<file path="config.mk">
export PLATFORM = sky130hd
export DESIGN_NAME = modular_binomial_fermat
export DESIGN_NICKNAME = d
export VERILOG_FILES = /design/src/hdl/mbf_pkg.sv /design/src/hdl/mbf_mulmod.sv /design/src/hdl/modular_binomial_fermat.sv
export SDC_FILE = /design/constraint.sdc
export NUM_CORES = 1
export LEC_CHECK = 0
export BUFFER_PORTS_ARGS = -buffer_cell sky130_fd_sc_hd__buf_2
export CAP_MARGIN = 20
export CORE_MARGIN = 2
export CORE_UTILIZATION = 35
export CTS_CLUSTER_SIZE = 25
export DETAILED_ROUTE_END_ITERATION = 8
export GPL_TIMING_DRIVEN = 0
export SYNTH_ARGS = -nofsm -noshare
export SYNTH_HDL_FRONTEND = slang
export SYNTH_SLANG_ARGS = --single-unit
</file>
<file path="constraint.sdc">
create_clock -name clk -period 19.3 [get_ports clk]
set_input_delay 1.93 -clock clk [delete_from_list [all_inputs] [get_ports clk]]
set_output_delay 1.93 -clock clk [all_outputs]
set_load 0.05 [all_outputs]
</file>
<file path="src/hdl/mbf_pkg.sv">
// Shared types and constants for the modular binomial block.
// No dependencies; the multiplier and the top level both use it.
package mbf_pkg;

    localparam int N_WIDTH = 16;
    localparam int P_WIDTH = 31;

    // The serial multiplier walks the bits of its first operand, which is
    // either an index value or a residue.
    localparam int MUL_A_WIDTH = (N_WIDTH > P_WIDTH) ? N_WIDTH : P_WIDTH;
    localparam int MUL_CNT_WIDTH = $clog2(MUL_A_WIDTH);

    localparam logic [P_WIDTH-1:0] MODULUS_RESET = P_WIDTH'(64'd1000000007);

    typedef struct packed {
        logic [N_WIDTH-1:0] n_value;
        logic [N_WIDTH-1:0] r_value;
    } in_item_t;

    typedef struct packed {
        logic [P_WIDTH-1:0] coefficient;
        logic               out_of_range;
        logic               denominator_zero;
    } out_item_t;

    typedef struct packed {
        logic                   start;
        logic [MUL_A_WIDTH-1:0] a;
        logic [P_WIDTH-1:0]     b;
    } mul_req_t;

    typedef struct packed {
        logic               done;
        logic [P_WIDTH-1:0] product;
    } mul_rsp_t;

endpackage

</file>
<file path="src/hdl/mbf_mulmod.sv">
// Bit-serial modular multiplier: a * b mod p, one bit of a per cycle, MSB first.
// Depends on mbf_pkg. Requires b < p; a may be any value of its width.
module mbf_mulmod (
    input  logic                         clk,
    input  logic                         rst_n,
    input  logic [mbf_pkg::P_WIDTH-1:0]  modulus,
    input  mbf_pkg::mul_req_t            req,
    output mbf_pkg::mul_rsp_t            rsp
);

    logic                              busy_reg;
    logic                              done_reg;
    logic [mbf_pkg::MUL_CNT_WIDTH-1:0] cnt_reg;
    logic [mbf_pkg::MUL_A_WIDTH-1:0]   a_reg;
    logic [mbf_pkg::P_WIDTH-1:0]       b_reg;
    logic [mbf_pkg::P_WIDTH-1:0]       acc_reg;
    logic [mbf_pkg::P_WIDTH-1:0]       acc_next;

    logic [mbf_pkg::P_WIDTH:0] p_ext;
    logic [mbf_pkg::P_WIDTH:0] dbl;
    logic [mbf_pkg::P_WIDTH:0] dbl_red;
    logic [mbf_pkg::P_WIDTH:0] sum;
    logic [mbf_pkg::P_WIDTH:0] sum_red;

    // acc = 2*acc + bit*b, kept below p by two conditional subtracts
    always_comb
    begin
        p_ext   = {1'b0, modulus};
        dbl     = {acc_reg, 1'b0};
        dbl_red = (dbl >= p_ext) ? (dbl - p_ext) : dbl;
        sum     = dbl_red + (a_reg[mbf_pkg::MUL_A_WIDTH-1] ? {1'b0, b_reg} : '0);
        sum_red = (sum >= p_ext) ? (sum - p_ext) : sum;
        acc_next = sum_red[mbf_pkg::P_WIDTH-1:0];
    end

    always_ff @(posedge clk or negedge rst_n)
    begin
        if (!rst_n)
        begin
            busy_reg <= 1'b0;
            done_reg <= 1'b0;
            cnt_reg  <= '0;
        end
        else
        begin
            done_reg <= 1'b0;
            if (req.start)
            begin
                busy_reg <= 1'b1;
                cnt_reg  <= '0;
            end
            else if (busy_reg)
            begin
                cnt_reg <= cnt_reg + 1'b1;
                if (cnt_reg == mbf_pkg::MUL_CNT_WIDTH'(mbf_pkg::MUL_A_WIDTH - 1))
                begin
                    busy_reg <= 1'b0;
                    done_reg <= 1'b1;
                end
            end
        end
    end

    always_ff @(posedge clk)
    begin
        if (req.start)
        begin
            a_reg   <= req.a;
            b_reg   <= req.b;
            acc_reg <= '0;
        end
        else if (busy_reg)
        begin
            a_reg   <= {a_reg[mbf_pkg::MUL_A_WIDTH-2:0], 1'b0};
            acc_reg <= acc_next;
        end
    end

    assign rsp.done    = done_reg;
    assign rsp.product = acc_reg;

endmodule

</file>
<file path="src/hdl/modular_binomial_fermat.sv">
// Top level: C(n, r) mod p with the inverse of r! taken by Fermat's theorem.
// Depends on mbf_pkg and mbf_mulmod (the one shared serial multiplier).
//
//  channel   | signals                           | transfer when
//  ----------+-----------------------------------+----------------------------
//  input     | in_valid, in_ready, in_data       | in_valid & in_ready
//  output    | out_valid, out_ready, out_data    | out_valid & out_ready
//  config    | cfg_wr_en, cfg_wr_data (modulus)  | cfg_wr_en (no wait)
//
// Each product runs on the one serial multiplier. With r' = min(r, n - r),
// the block does r' num and den product pairs, then a square per bit and a
// multiply per one bit of p - 2, then the final product; r! = 0 mod p,
// r > n and p < 2 skip to the flag result. One item is in work at a time; a
// result held while out_ready is low stalls the next in ST_OUT.
// Reset sets the modulus to 1000000007 and clears all control state.
module modular_binomial_fermat (
    input  logic                        clk,
    input  logic                        rst_n,
    input  logic                        in_valid,
    output logic                        in_ready,
    input  mbf_pkg::in_item_t           in_data,
    output logic                        out_valid,
    input  logic                        out_ready,
    output mbf_pkg::out_item_t          out_data,
    input  logic                        cfg_wr_en,
    input  logic [mbf_pkg::P_WIDTH-1:0] cfg_wr_data
);

    typedef enum logic [8:0] {
        ST_IDLE     = 9'b000000001,
        ST_LOOP     = 9'b000000010,
        ST_NUM_WAIT = 9'b000000100,
        ST_DEN_WAIT = 9'b000001000,
        ST_POW      = 9'b000010000,
        ST_ACC_WAIT = 9'b000100000,
        ST_SQR_WAIT = 9'b001000000,
        ST_FIN_WAIT = 9'b010000000,
        ST_OUT      = 9'b100000000
    } state_t;

    state_t state_reg;
    state_t state_next;

    logic [mbf_pkg::P_WIDTH-1:0] modulus_reg;

    // Per-item working registers
    logic [mbf_pkg::N_WIDTH-1:0] n_reg;
    logic [mbf_pkg::N_WIDTH-1:0] r_lim_reg;
    logic [mbf_pkg::N_WIDTH-1:0] i_reg;
    logic [mbf_pkg::P_WIDTH-1:0] num_reg;
    logic [mbf_pkg::P_WIDTH-1:0] den_reg;
    logic [mbf_pkg::P_WIDTH-1:0] acc_reg;
    logic [mbf_pkg::P_WIDTH-1:0] base_reg;
    logic [mbf_pkg::P_WIDTH-1:0] exp_reg;
    mbf_pkg::out_item_t          res_reg;

    // Output register
    logic                        out_valid_reg;
    mbf_pkg::out_item_t          out_data_reg;

    mbf_pkg::mul_req_t mul_req;
    mbf_pkg::mul_rsp_t mul_rsp;

    logic                        in_xfer;
    logic                        out_free;
    logic [mbf_pkg::N_WIDTH-1:0] diff;
    logic [mbf_pkg::N_WIDTH-1:0] r_lim;
    logic                        p_small;

    assign in_ready  = (state_reg == ST_IDLE);
    assign in_xfer   = in_valid && in_ready;
    assign out_free  = !out_valid_reg || out_ready;
    assign diff      = in_data.n_value - in_data.r_value;
    assign r_lim     = (diff < in_data.r_value) ? diff : in_data.r_value;
    assign p_small   = (modulus_reg < mbf_pkg::P_WIDTH'(2));
    assign out_valid = out_valid_reg;
    assign out_data  = out_data_reg;

    mbf_mulmod u_mulmod (
        .clk     (clk),
        .rst_n   (rst_n),
        .modulus (modulus_reg),
        .req     (mul_req),
        .rsp     (mul_rsp)
    );

    // Sequencer: issue one product at a time, advance on its done pulse
    always_comb
    begin
        state_next    = state_reg;
        mul_req.start = 1'b0;
        mul_req.a     = '0;
        mul_req.b     = '0;
        unique case (state_reg)
            ST_IDLE:
            begin
                if (in_xfer)
                begin
                    if (in_data.r_value > in_data.n_value || p_small)
                        state_next = ST_OUT;
                    else
                        state_next = ST_LOOP;
                end
            end
            ST_LOOP:
            begin
                if (i_reg == r_lim_reg)
                begin
                    // Drop to the flag result when r! vanishes mod p
                    state_next = (den_reg == '0) ? ST_OUT : ST_POW;
                end
                else
                begin
                    // num *= (n - i)
                    mul_req.start = 1'b1;
                    mul_req.a     = mbf_pkg::MUL_A_WIDTH'(n_reg - i_reg);
                    mul_req.b     = num_reg;
                    state_next    = ST_NUM_WAIT;
                end
            end
            ST_NUM_WAIT:
            begin
                if (mul_rsp.done)
                begin
                    // den *= (i + 1)
                    mul_req.start = 1'b1;
                    mul_req.a     = mbf_pkg::MUL_A_WIDTH'(i_reg + 1'b1);
                    mul_req.b     = den_reg;
                    state_next    = ST_DEN_WAIT;
                end
            end
            ST_DEN_WAIT:
            begin
                if (mul_rsp.done)
                    state_next = ST_LOOP;
            end
            ST_POW:
            begin
                if (exp_reg == '0)
                begin
                    // coefficient = num * den^(p-2)
                    mul_req.start = 1'b1;
                    mul_req.a     = mbf_pkg::MUL_A_WIDTH'(num_reg);
                    mul_req.b     = acc_reg;
                    state_next    = ST_FIN_WAIT;
                end
                else if (exp_reg[0])
                begin
                    mul_req.start = 1'b1;
                    mul_req.a     = mbf_pkg::MUL_A_WIDTH'(acc_reg);
                    mul_req.b     = base_reg;
                    state_next    = ST_ACC_WAIT;
                end
                else
                begin
                    mul_req.start = 1'b1;
                    mul_req.a     = mbf_pkg::MUL_A_WIDTH'(base_reg);
                    mul_req.b     = base_reg;
                    state_next    = ST_SQR_WAIT;
                end
            end
            ST_ACC_WAIT:
            begin
                if (mul_rsp.done)
                begin
                    // Square the base with the old value, not the new acc
                    mul_req.start = 1'b1;
                    mul_req.a     = mbf_pkg::MUL_A_WIDTH'(base_reg);
                    mul_req.b     = base_reg;
                    state_next    = ST_SQR_WAIT;
                end
            end
            ST_SQR_WAIT:
            begin
                if (mul_rsp.done)
                    state_next = ST_POW;
            end
            ST_FIN_WAIT:
            begin
                if (mul_rsp.done)
                    state_next = ST_OUT;
            end
            ST_OUT:
            begin
                if (out_free)
                    state_next = ST_IDLE;
            end
            default:
            begin
                state_next = ST_IDLE;
            end
        endcase
    end

    always_ff @(posedge clk or negedge rst_n)
    begin
        if (!rst_n)
        begin
            state_reg     <= ST_IDLE;
            modulus_reg   <= mbf_pkg::MODULUS_RESET;
            out_valid_reg <= 1'b0;
        end
        else
        begin
            state_reg <= state_next;
            if (cfg_wr_en)
                modulus_reg <= cfg_wr_data;
            // Hold the result until the output transfer completes
            if (state_reg == ST_OUT && out_free)
                out_valid_reg <= 1'b1;
            else if (out_ready)
                out_valid_reg <= 1'b0;
        end
    end

    // Datapath registers follow the sequencer; no reset needed
    always_ff @(posedge clk)
    begin
        if (state_reg == ST_OUT && out_free)
            out_data_reg <= res_reg;

        unique case (state_reg) inside
            ST_IDLE:
            begin
                if (in_xfer)
                begin
                    n_reg     <= in_data.n_value;
                    r_lim_reg <= r_lim;
                    i_reg     <= '0;
                    num_reg   <= mbf_pkg::P_WIDTH'(1);
                    den_reg   <= mbf_pkg::P_WIDTH'(1);
                    res_reg.coefficient      <= '0;
                    res_reg.out_of_range     <= (in_data.r_value > in_data.n_value);
                    res_reg.denominator_zero <= !(in_data.r_value > in_data.n_value)
                                                && p_small;
                end
            end
            ST_LOOP:
            begin
                if (i_reg == r_lim_reg)
                begin
                    res_reg.denominator_zero <= (den_reg == '0);
                    acc_reg  <= mbf_pkg::P_WIDTH'(1);
                    base_reg <= den_reg;
                    exp_reg  <= modulus_reg - mbf_pkg::P_WIDTH'(2);
                end
            end
            ST_NUM_WAIT:
            begin
                if (mul_rsp.done)
                    num_reg <= mul_rsp.product;
            end
            ST_DEN_WAIT:
            begin
                if (mul_rsp.done)
                begin
                    den_reg <= mul_rsp.product;
                    i_reg   <= i_reg + 1'b1;
                end
            end
            ST_ACC_WAIT:
            begin
                if (mul_rsp.done)
                    acc_reg <= mul_rsp.product;
            end
            ST_SQR_WAIT:
            begin
                if (mul_rsp.done)
                begin
                    base_reg <= mul_rsp.product;
                    exp_reg  <= exp_reg >> 1;
                end
            end
            ST_FIN_WAIT:
            begin
                if (mul_rsp.done)
                    res_reg.coefficient <= mul_rsp.product;
            end
            ST_POW, ST_OUT:
            begin
            end
            default:
            begin
            end
        endcase
    end

    // A product finishes only while the sequencer waits for one
    a_mul_done_in_wait: assert property (@(posedge clk) disable iff (!rst_n)
        mul_rsp.done |-> (state_reg == ST_NUM_WAIT || state_reg == ST_DEN_WAIT ||
                          state_reg == ST_ACC_WAIT || state_reg == ST_SQR_WAIT ||
                          state_reg == ST_FIN_WAIT))
        else $error("multiplier done outside a wait state");

    // The falling-product index never runs past the reduced r
    a_index_bound: assert property (@(posedge clk) disable iff (!rst_n)
        (state_reg == ST_LOOP) |-> (i_reg <= r_lim_reg))
        else $error("loop index beyond limit");

    // A flagged result carries a zero coefficient, and only one flag is raised
    a_flag_result: assert property (@(posedge clk) disable iff (!rst_n)
        out_valid_reg |-> (!(out_data_reg.out_of_range && out_data_reg.denominator_zero) &&
            (!(out_data_reg.out_of_range || out_data_reg.denominator_zero) ||
             out_data_reg.coefficient == '0)))
        else $error("inconsistent result flags");

    // An accepted item always leaves the idle state
    a_accept_leaves_idle: assert property (@(posedge clk) disable iff (!rst_n)
        in_xfer |=> (state_reg != ST_IDLE))
        else $error("input transfer did not start work");

endmodule

</file>
==> qor.txt, run 1 <==
Cell Rows: 98
Setup Total Neg Slack: 0 ns
DRC violations left: 0
EDFF count, synth: 331
Routed WL: 76600 um
Die Span Y: 272 um
initial antenna violation count: 0
clk_lat worst skew: 0.62 ns
Layout area overhead: 13.4%
CTS root buf: clkbuf_16
critical path class: reg -> reg
final core occ: 40.0%
clock-pin slew on the worst setup and hold paths: 0.06 ns
Layout Nets: 2925
startpoint class of the critical path: flop
Yosys warning count: 0
Syn Inst Count: 2549
cell mode on critical path: a21oi_1
worst-path maximum fanout: 10
CTS H-tree depth: 2
Seq cells post-synth: 410
Port Buf Inserts: 101
HPWL Detailed: 58700 um
Data arrival, critical path: 10.84 ns
sequential cell area fraction in the yosys report: 47.0%
CTS Buffer Depth: 3
I/O pin count: 103
Starting DRT DRC Count: 1736
Fin. Hold Viols: 0
Hold Crit Class: reg -> reg
PnR worst setup slack: 8.93 ns
Remaining Overflow, GRT: 0
max-cap violation count: 0
ANT nets after route: 0
Starting Density: 35.2%
clock skew: 0.0186 ns
Core ar.: 0.0711 mm^2
CTS buffer count: 47
Register Area: 0.0118 mm^2
post-synthesis average cell area: 9.83 um^2
max incr delay on CP: 0.69 ns
pre-CTS setup slack: 9.04 ns
clk sinks: 410
CTS tree: done
Die ar.: 0.0737 mm^2
Final Instance Count excl. Fillers: 3696
Netlist cell types: 86
WL/cell: 20.7 um
pin count of the biggest net entering global routing: 41
global-route wire length before repair: 116000 um
total track usage: 20.5%
hold buffer count at CTS: 0
Fmax: 0.0964 GHz
final worst-path cycle share: 53.7%
Post-synth ARST share: 11.7%
DR pass1 iterations: 7
min Tclk post-route: 10.37 ns
Placer Congestion: 0.935
Resize count post-CTS: 0
Final Max Tran Viols: 0
multi-input logic area: 0.0123 mm^2
Worst Path Required: 19.77 ns
Slew @ Worst Pin: 1.07 ns
CP Capture Type: flop
# setup viols final: 0
Slew HR: 28.4%
detailed-route via count: 19900
DP Cell Count: 3608
Post-synth top flop: edfxtp_1
via density per instance: 5.39
proportion of layout cells with a drive suffix above 1: 9.73%
status: completed
vias in the first global route: 19600
FILL cells: 7140
synthesized area: 0.0251 mm^2
RSZ-0062 raised after global routing: no
Syn Nets: 2767
setup bufs post-CTS: 0
Worst path slowest cell: nor3_1
Die Wd: 272 um
area by class of cell:
type | count | share of cell area, %
Antenna cell | 1 | 0.00881
Buffer | 108 | 1.58
Clock buffer | 60 | 4.38
Sequential cell | 410 | 41.5
Multi-Input combinational cell | 1892 | 43.4
Inverter | 139 | 1.84
Clock inverter | 27 | 0.784
Tap cell | 950 | 4.18
Timing Repair Buffer | 109 | 2.32
Yosys cell counts (all sizes together) (10+ instances only):
master / number / share of area, %
nand2: 324 / 4.9
o221ai: 15 / 0.52
o21bai: 23 / 0.70
a31oi: 23 / 0.60
nor4: 34 / 0.98
o21ai: 231 / 4.6
nor2b: 19 / 0.47
dfxtp: 31 / 2.5
edfxtp: 331 / 40
mux2i: 16 / 0.64
a211oi: 17 / 0.60
o211ai: 25 / 0.81
mux2: 15 / 0.67
nand4: 30 / 0.75
clkbuf: 95 / 1.4
xor2: 54 / 1.9
nand2b: 23 / 0.57
a22oi: 26 / 0.80
a222oi: 26 / 1.0
a21oi: 190 / 3.8
dfrtp: 31 / 3.1
and2: 164 / 4.1
dfstp: 17 / 1.8
inv: 139 / 2.1
ha: 145 / 7.2
a21o: 32 / 0.96
buf: 13 / 0.37
o22a: 15 / 0.52
nand3: 34 / 0.68
nor3: 32 / 0.64
o21a: 12 / 0.36
or3: 10 / 0.25
o31ai: 13 / 0.39
xnor2: 108 / 3.8
nor2: 140 / 2.1
cell families after synthesis:
family                   count (synthesis)  share of synthesized area, %
AND/OR/NAND/NOR                        854                          16.8
buffers and inverters                  247                          3.88
flip-flops                             410                          47.0
multiplexers                            31                          1.31
XOR/XNOR                               162                          5.69
AO/OA/AOI/OAI                          695                          17.6
adder cells (fa/ha/maj)                150                          7.64
path summary, 6_finish.rpt:
check	slack [ns]	from	endpoint	cells past startpoint
min in group asynchronous	1.22	rst_n	modulus_reg[22]$_DFFE_PN0P_	1
worst max-delay path	8.93	modulus_reg[1]$_DFFE_PN1P_	u_mulmod.acc_reg[30]$_SDFFE_PP0P_	35
worst min register to register	0.42	res_reg[21]$_DFFE_PP_	out_data[21]$_DFFE_PP_	0
max in group asynchronous	17.48	rst_n	state_reg[0]$_DFFE_PN1P_	2
worst min-delay path	0.42	res_reg[21]$_DFFE_PP_	out_data[21]$_DFFE_PP_	0
worst max register to register	8.93	modulus_reg[1]$_DFFE_PN1P_	u_mulmod.acc_reg[30]$_SDFFE_PP0P_	35
worst max-delay path: cells and delay by family, from the launching register on:
kind                       cells  cell delay (ns)
adders and majority gates      4             1.25
buffers and inverters          7             1.85
muxes                          1             0.41
AOI/OAI and AO/OA             12             3.31
xor gates and xnor gates       1             0.17
and+or+nand+nor               10             2.66
DFF                            1             0.54
through the flow:
| step | hold WS (ns) | area (um^2) |
|---|---|---|
| 2_1_floorplan | 0.400 | 25100 |
| 3_3_place_gp | 0.403 | 26700 |
| 3_5_place_dp | 0.405 | 26900 |
| 4_1_cts | 0.418 | 28400 |
| 5_1_grt | 0.427 | 28400 |
| 6_report | 0.418 | 28400 |
placed cells by master (no fill, tap or decap), types with 32 or more instances in the layout:
cell type	count
a21o_1	32
a21oi_1	188
and2_1	163
buf_2	104
clkbuf_1	106
clkbuf_16	47
edfxtp_1	331
ha_1	145
inv_1	137
nand2_1	320
nand3_1	34
nor2_1	138
nor3_1	32
o21ai_0	226
xnor2_1	108
xor2_1	53
per-layer routing:
| layer | global-route usage (%) | share of wire [%] |
|---|---|---|
| met1 | 25.8 | 41 |
| met2 | 35.3 | 48 |
| met3 | 2.91 | 6.1 |
| met4 | 8.31 | 4.1 |
| met5 | 0 | 0 |
Power of run 1 is left out: the tool's default activity adds up to more than one toggle a clock period on the data nets, which glitch-free logic cannot reach.
==> inputs of run 2 (changes only) <==
--- a/config.mk
+++ b/config.mk
@@ -5,6 +5,7 @@
 export SDC_FILE = /design/constraint.sdc
 export NUM_CORES = 1
 export LEC_CHECK = 0
+export ABC_AREA = 1
 export BUFFER_PORTS_ARGS = -buffer_cell sky130_fd_sc_hd__buf_2
 export CAP_MARGIN = 20
 export CORE_MARGIN = 2
==> constraint.sdc (replaced) <==
create_clock -name clk -period 10 [get_ports clk]
set_input_delay 1 -clock clk [delete_from_list [all_inputs] [get_ports clk]]
set_output_delay 1 -clock clk [all_outputs]
set_load 0.05 [all_outputs]
==> run 2 against run 1 <==
Non-clock buffer count decreased by 5. Core utilization rose by 0.067 points. Routed wire length increased by 18%. Sequential share of layout area fell by 2.5 points. Synthesized cell count is 30% higher. Fmax increased by 33%. Die area grew 6.0%. Via count up 19%.
==> qor.txt, run 2 <==
status: completed
WL/cell: 20.1 um (-3.0%)
top-area cell type share of the netlist area: 37.4% (-2.3 points)
Layout area overhead: 13.8%
sequential cell area fraction in the yosys report: 44.3% (-2.7 points)
clk_lat worst skew: 0.61 ns (about the same)
Die Wd: 280 um (+3.0%)
Port Buf Inserts: 101 (unchanged)
Post-synth top flop: edfxtp_1
clock-pin slew on the worst setup and hold paths: 0.06 ns (about the same)
Slew @ Worst Pin: 1.13 ns (+0.0611 ns)
Netlist cell types: 55 (-36%)
Slew HR: 24.3% (-4.1 points)
synthesized area: 0.0266 mm^2 (+6.1%)
CTS tree: done
Die Span Y: 280 um (+3.0%)
Synth area leaders: edfxtp_1 37%, nand2_1 10%, ha_1 6.8%, inv_1 6.3%, nor2_1 5.6%
Seq cells post-synth: 410 (unchanged)
RSZ-0062 raised after global routing: no
pin count of the biggest net entering global routing: 41 (unchanged)
final worst-path cycle share: 77.7% (+24 points)
commonest non-fill, non-tap cell in the layout: nand2_1
Final Max Tran Viols: 0 (unchanged)
Placer Congestion: 0.970 (+3.8%)
vias in the first global route: 22700 (+16%)
Syn Inst Count: 3310 (+30%)
top-count cell post-synth: nand2_1
Syn Nets: 3528 (+28%)
CTS root buf: clkbuf_16
largest area contributor in the netlist: edfxtp_1
Worst Path Required: 10.47 ns (-9.30 ns)
EDFF count, synth: 331 (unchanged)
most frequent cells in the layout: 732 x nand2_1, 447 x inv_1, 394 x nor2_1
Resize count post-CTS: 0 (unchanged)
clock skew: 0.0368 ns (+0.0181 ns)
reg2reg setup slack: 2.23 ns (-6.70 ns)
CTS Buffer Depth: 3 (unchanged)
max incr delay on CP: 0.55 ns (-0.14 ns)
worst-path maximum fanout: 10 (unchanged)
DR pass1 iterations: 6 (-1)
Hold Crit Class: in -> async
proportion of layout cells with a drive suffix above 1: 7.84% (-1.9 points)
CTS buffer count: 46 (-2.1%)
min Tclk post-route: 7.77 ns (-2.60 ns)
Fin. Hold Viols: 0 (unchanged)
Fmax: 0.129 GHz (+33%)
startpoint class of the critical path: flop
setup bufs post-CTS: 0 (unchanged)
Data arrival, critical path: 8.25 ns (-2.59 ns)
DRC violations left: 0 (unchanged)
Routed WL: 90200 um (+18%)
CP Capture Type: flop
Worst path slowest cell: dfstp_2
cell mode on critical path: nand2_1
PnR worst setup slack: 2.23 ns (-6.70 ns)
Cell Rows: 101 (+3.1%)
clk sinks: 410 (unchanged)
# setup viols final: 0 (unchanged)
I/O pin count: 103 (unchanged)
Die ar.: 0.0782 mm^2 (+6.0%)
HPWL Detailed: 70900 um (+21%)
max-cap violation count: 0 (unchanged)
Remaining Overflow, GRT: 0 (unchanged)
via density per instance: 5.28 (-2.0%)
Starting DRT DRC Count: 2409 (+39%)
Post-synth ARST share: 11.7% (unchanged)
Core ar.: 0.0756 mm^2 (+6.3%)
total track usage: 22.8% (+2.3 points)
pre-CTS setup slack: 2.40 ns (-6.64 ns)
hold buffer count at CTS: 0 (unchanged)
critical path class: reg -> reg
FILL cells: 7706 (+7.9%)
CTS H-tree depth: 2 (unchanged)
initial antenna violation count: 4 (+4)
global-route wire length before repair: 135000 um (+17%)
ANT nets after route: 0 (unchanged)
Layout Nets: 3690 (+26%)
Starting Density: 35.2% (-0.050 points)
Yosys warning count: 0 (unchanged)
post-synthesis average cell area: 8.03 um^2 (-18%)
Synth top cells by count: 732 x nand2_1, 448 x inv_1, 397 x nor2_1, 331 x edfxtp_1, 261 x o21ai_0
detailed-route via count: 23700 (+19%)
## run 2: kinds of logic after synthesis
family          synth area share, %
xor+xnor                       4.12
flops                          44.3
buf+inv                        8.17
compound gates                 13.0
simple gates                   23.2
fa+ha+maj                      7.20
## run 2: path summary, 6_finish.rpt
| path | startpoint | end | cells after the start |
|---|---|---|---|
| max | modulus_reg[17]$_DFFE_PN1P_ | u_mulmod.acc_reg[1]$_SDFFE_PP0P_ | 36 |
| min reg2reg | res_reg[14]$_DFFE_PP_ | out_data[14]$_DFFE_PP_ | 0 |
| max reg2reg | modulus_reg[17]$_DFFE_PN1P_ | u_mulmod.acc_reg[1]$_SDFFE_PP0P_ | 36 |
| min | rst_n | modulus_reg[21]$_DFFE_PN0P_ | 1 |
| min in group clk | res_reg[14]$_DFFE_PP_ | out_data[14]$_DFFE_PP_ | 0 |
| max in group asynchronous | rst_n | modulus_reg[1]$_DFFE_PN1P_ | 2 |
## run 2: critical path: cells and delay by family, from the launching register on
family / cells / cell delay [ns]
buffers and inverters: 7 / 1.53
adder cells (fa/ha/maj): 3 / 1.12
flip-flops: 1 / 0.55
AND/OR/NAND/NOR: 16 / 2.34
AO/OA/AOI/OAI: 10 / 2.07
## run 2: metal layers
metal | global-route usage, % | vias to the layer above | share of wire [%]
met1 | 30.4 | 11000 | 43
li1 | - | 11500 | -
met3 | 3.20 | 176 | 7.7
met4 | 9.61 | 6 | 4.4
met2 | 37.0 | 943 | 45
met5 | 0 | - | 0.041
## run 2: layout make-up
type	instances	area [um^2]	share of cell area [%]
repair buffers	114	779	2.58
inverters	465	1750	5.79
multi-input cells	2337	12700	42.0
diodes	1	2.50	0.00827
clock buffers	54	1200	3.98
plain buffers	98	420	1.39
clock inverters	30	397	1.31
flip-flops and latches	410	11800	39.0
well taps	978	1220	4.05
## run 2: through the flow
stage               area (um^2)  cells  hold slack [ns]  TNS, ns  utilization, %
floorplan                 26600   3310            0.400        0               -
global placement          28300   4389            0.403   -61.89            37.5
detailed placement        28600   4402            0.405        0            37.9
CTS                       30200   4486            0.287        0            40.0
global route              30200   4486            0.298        0            40.0
finish                    30200   4487            0.292        0            40.0
Power of run 2 is left out for the same reason.
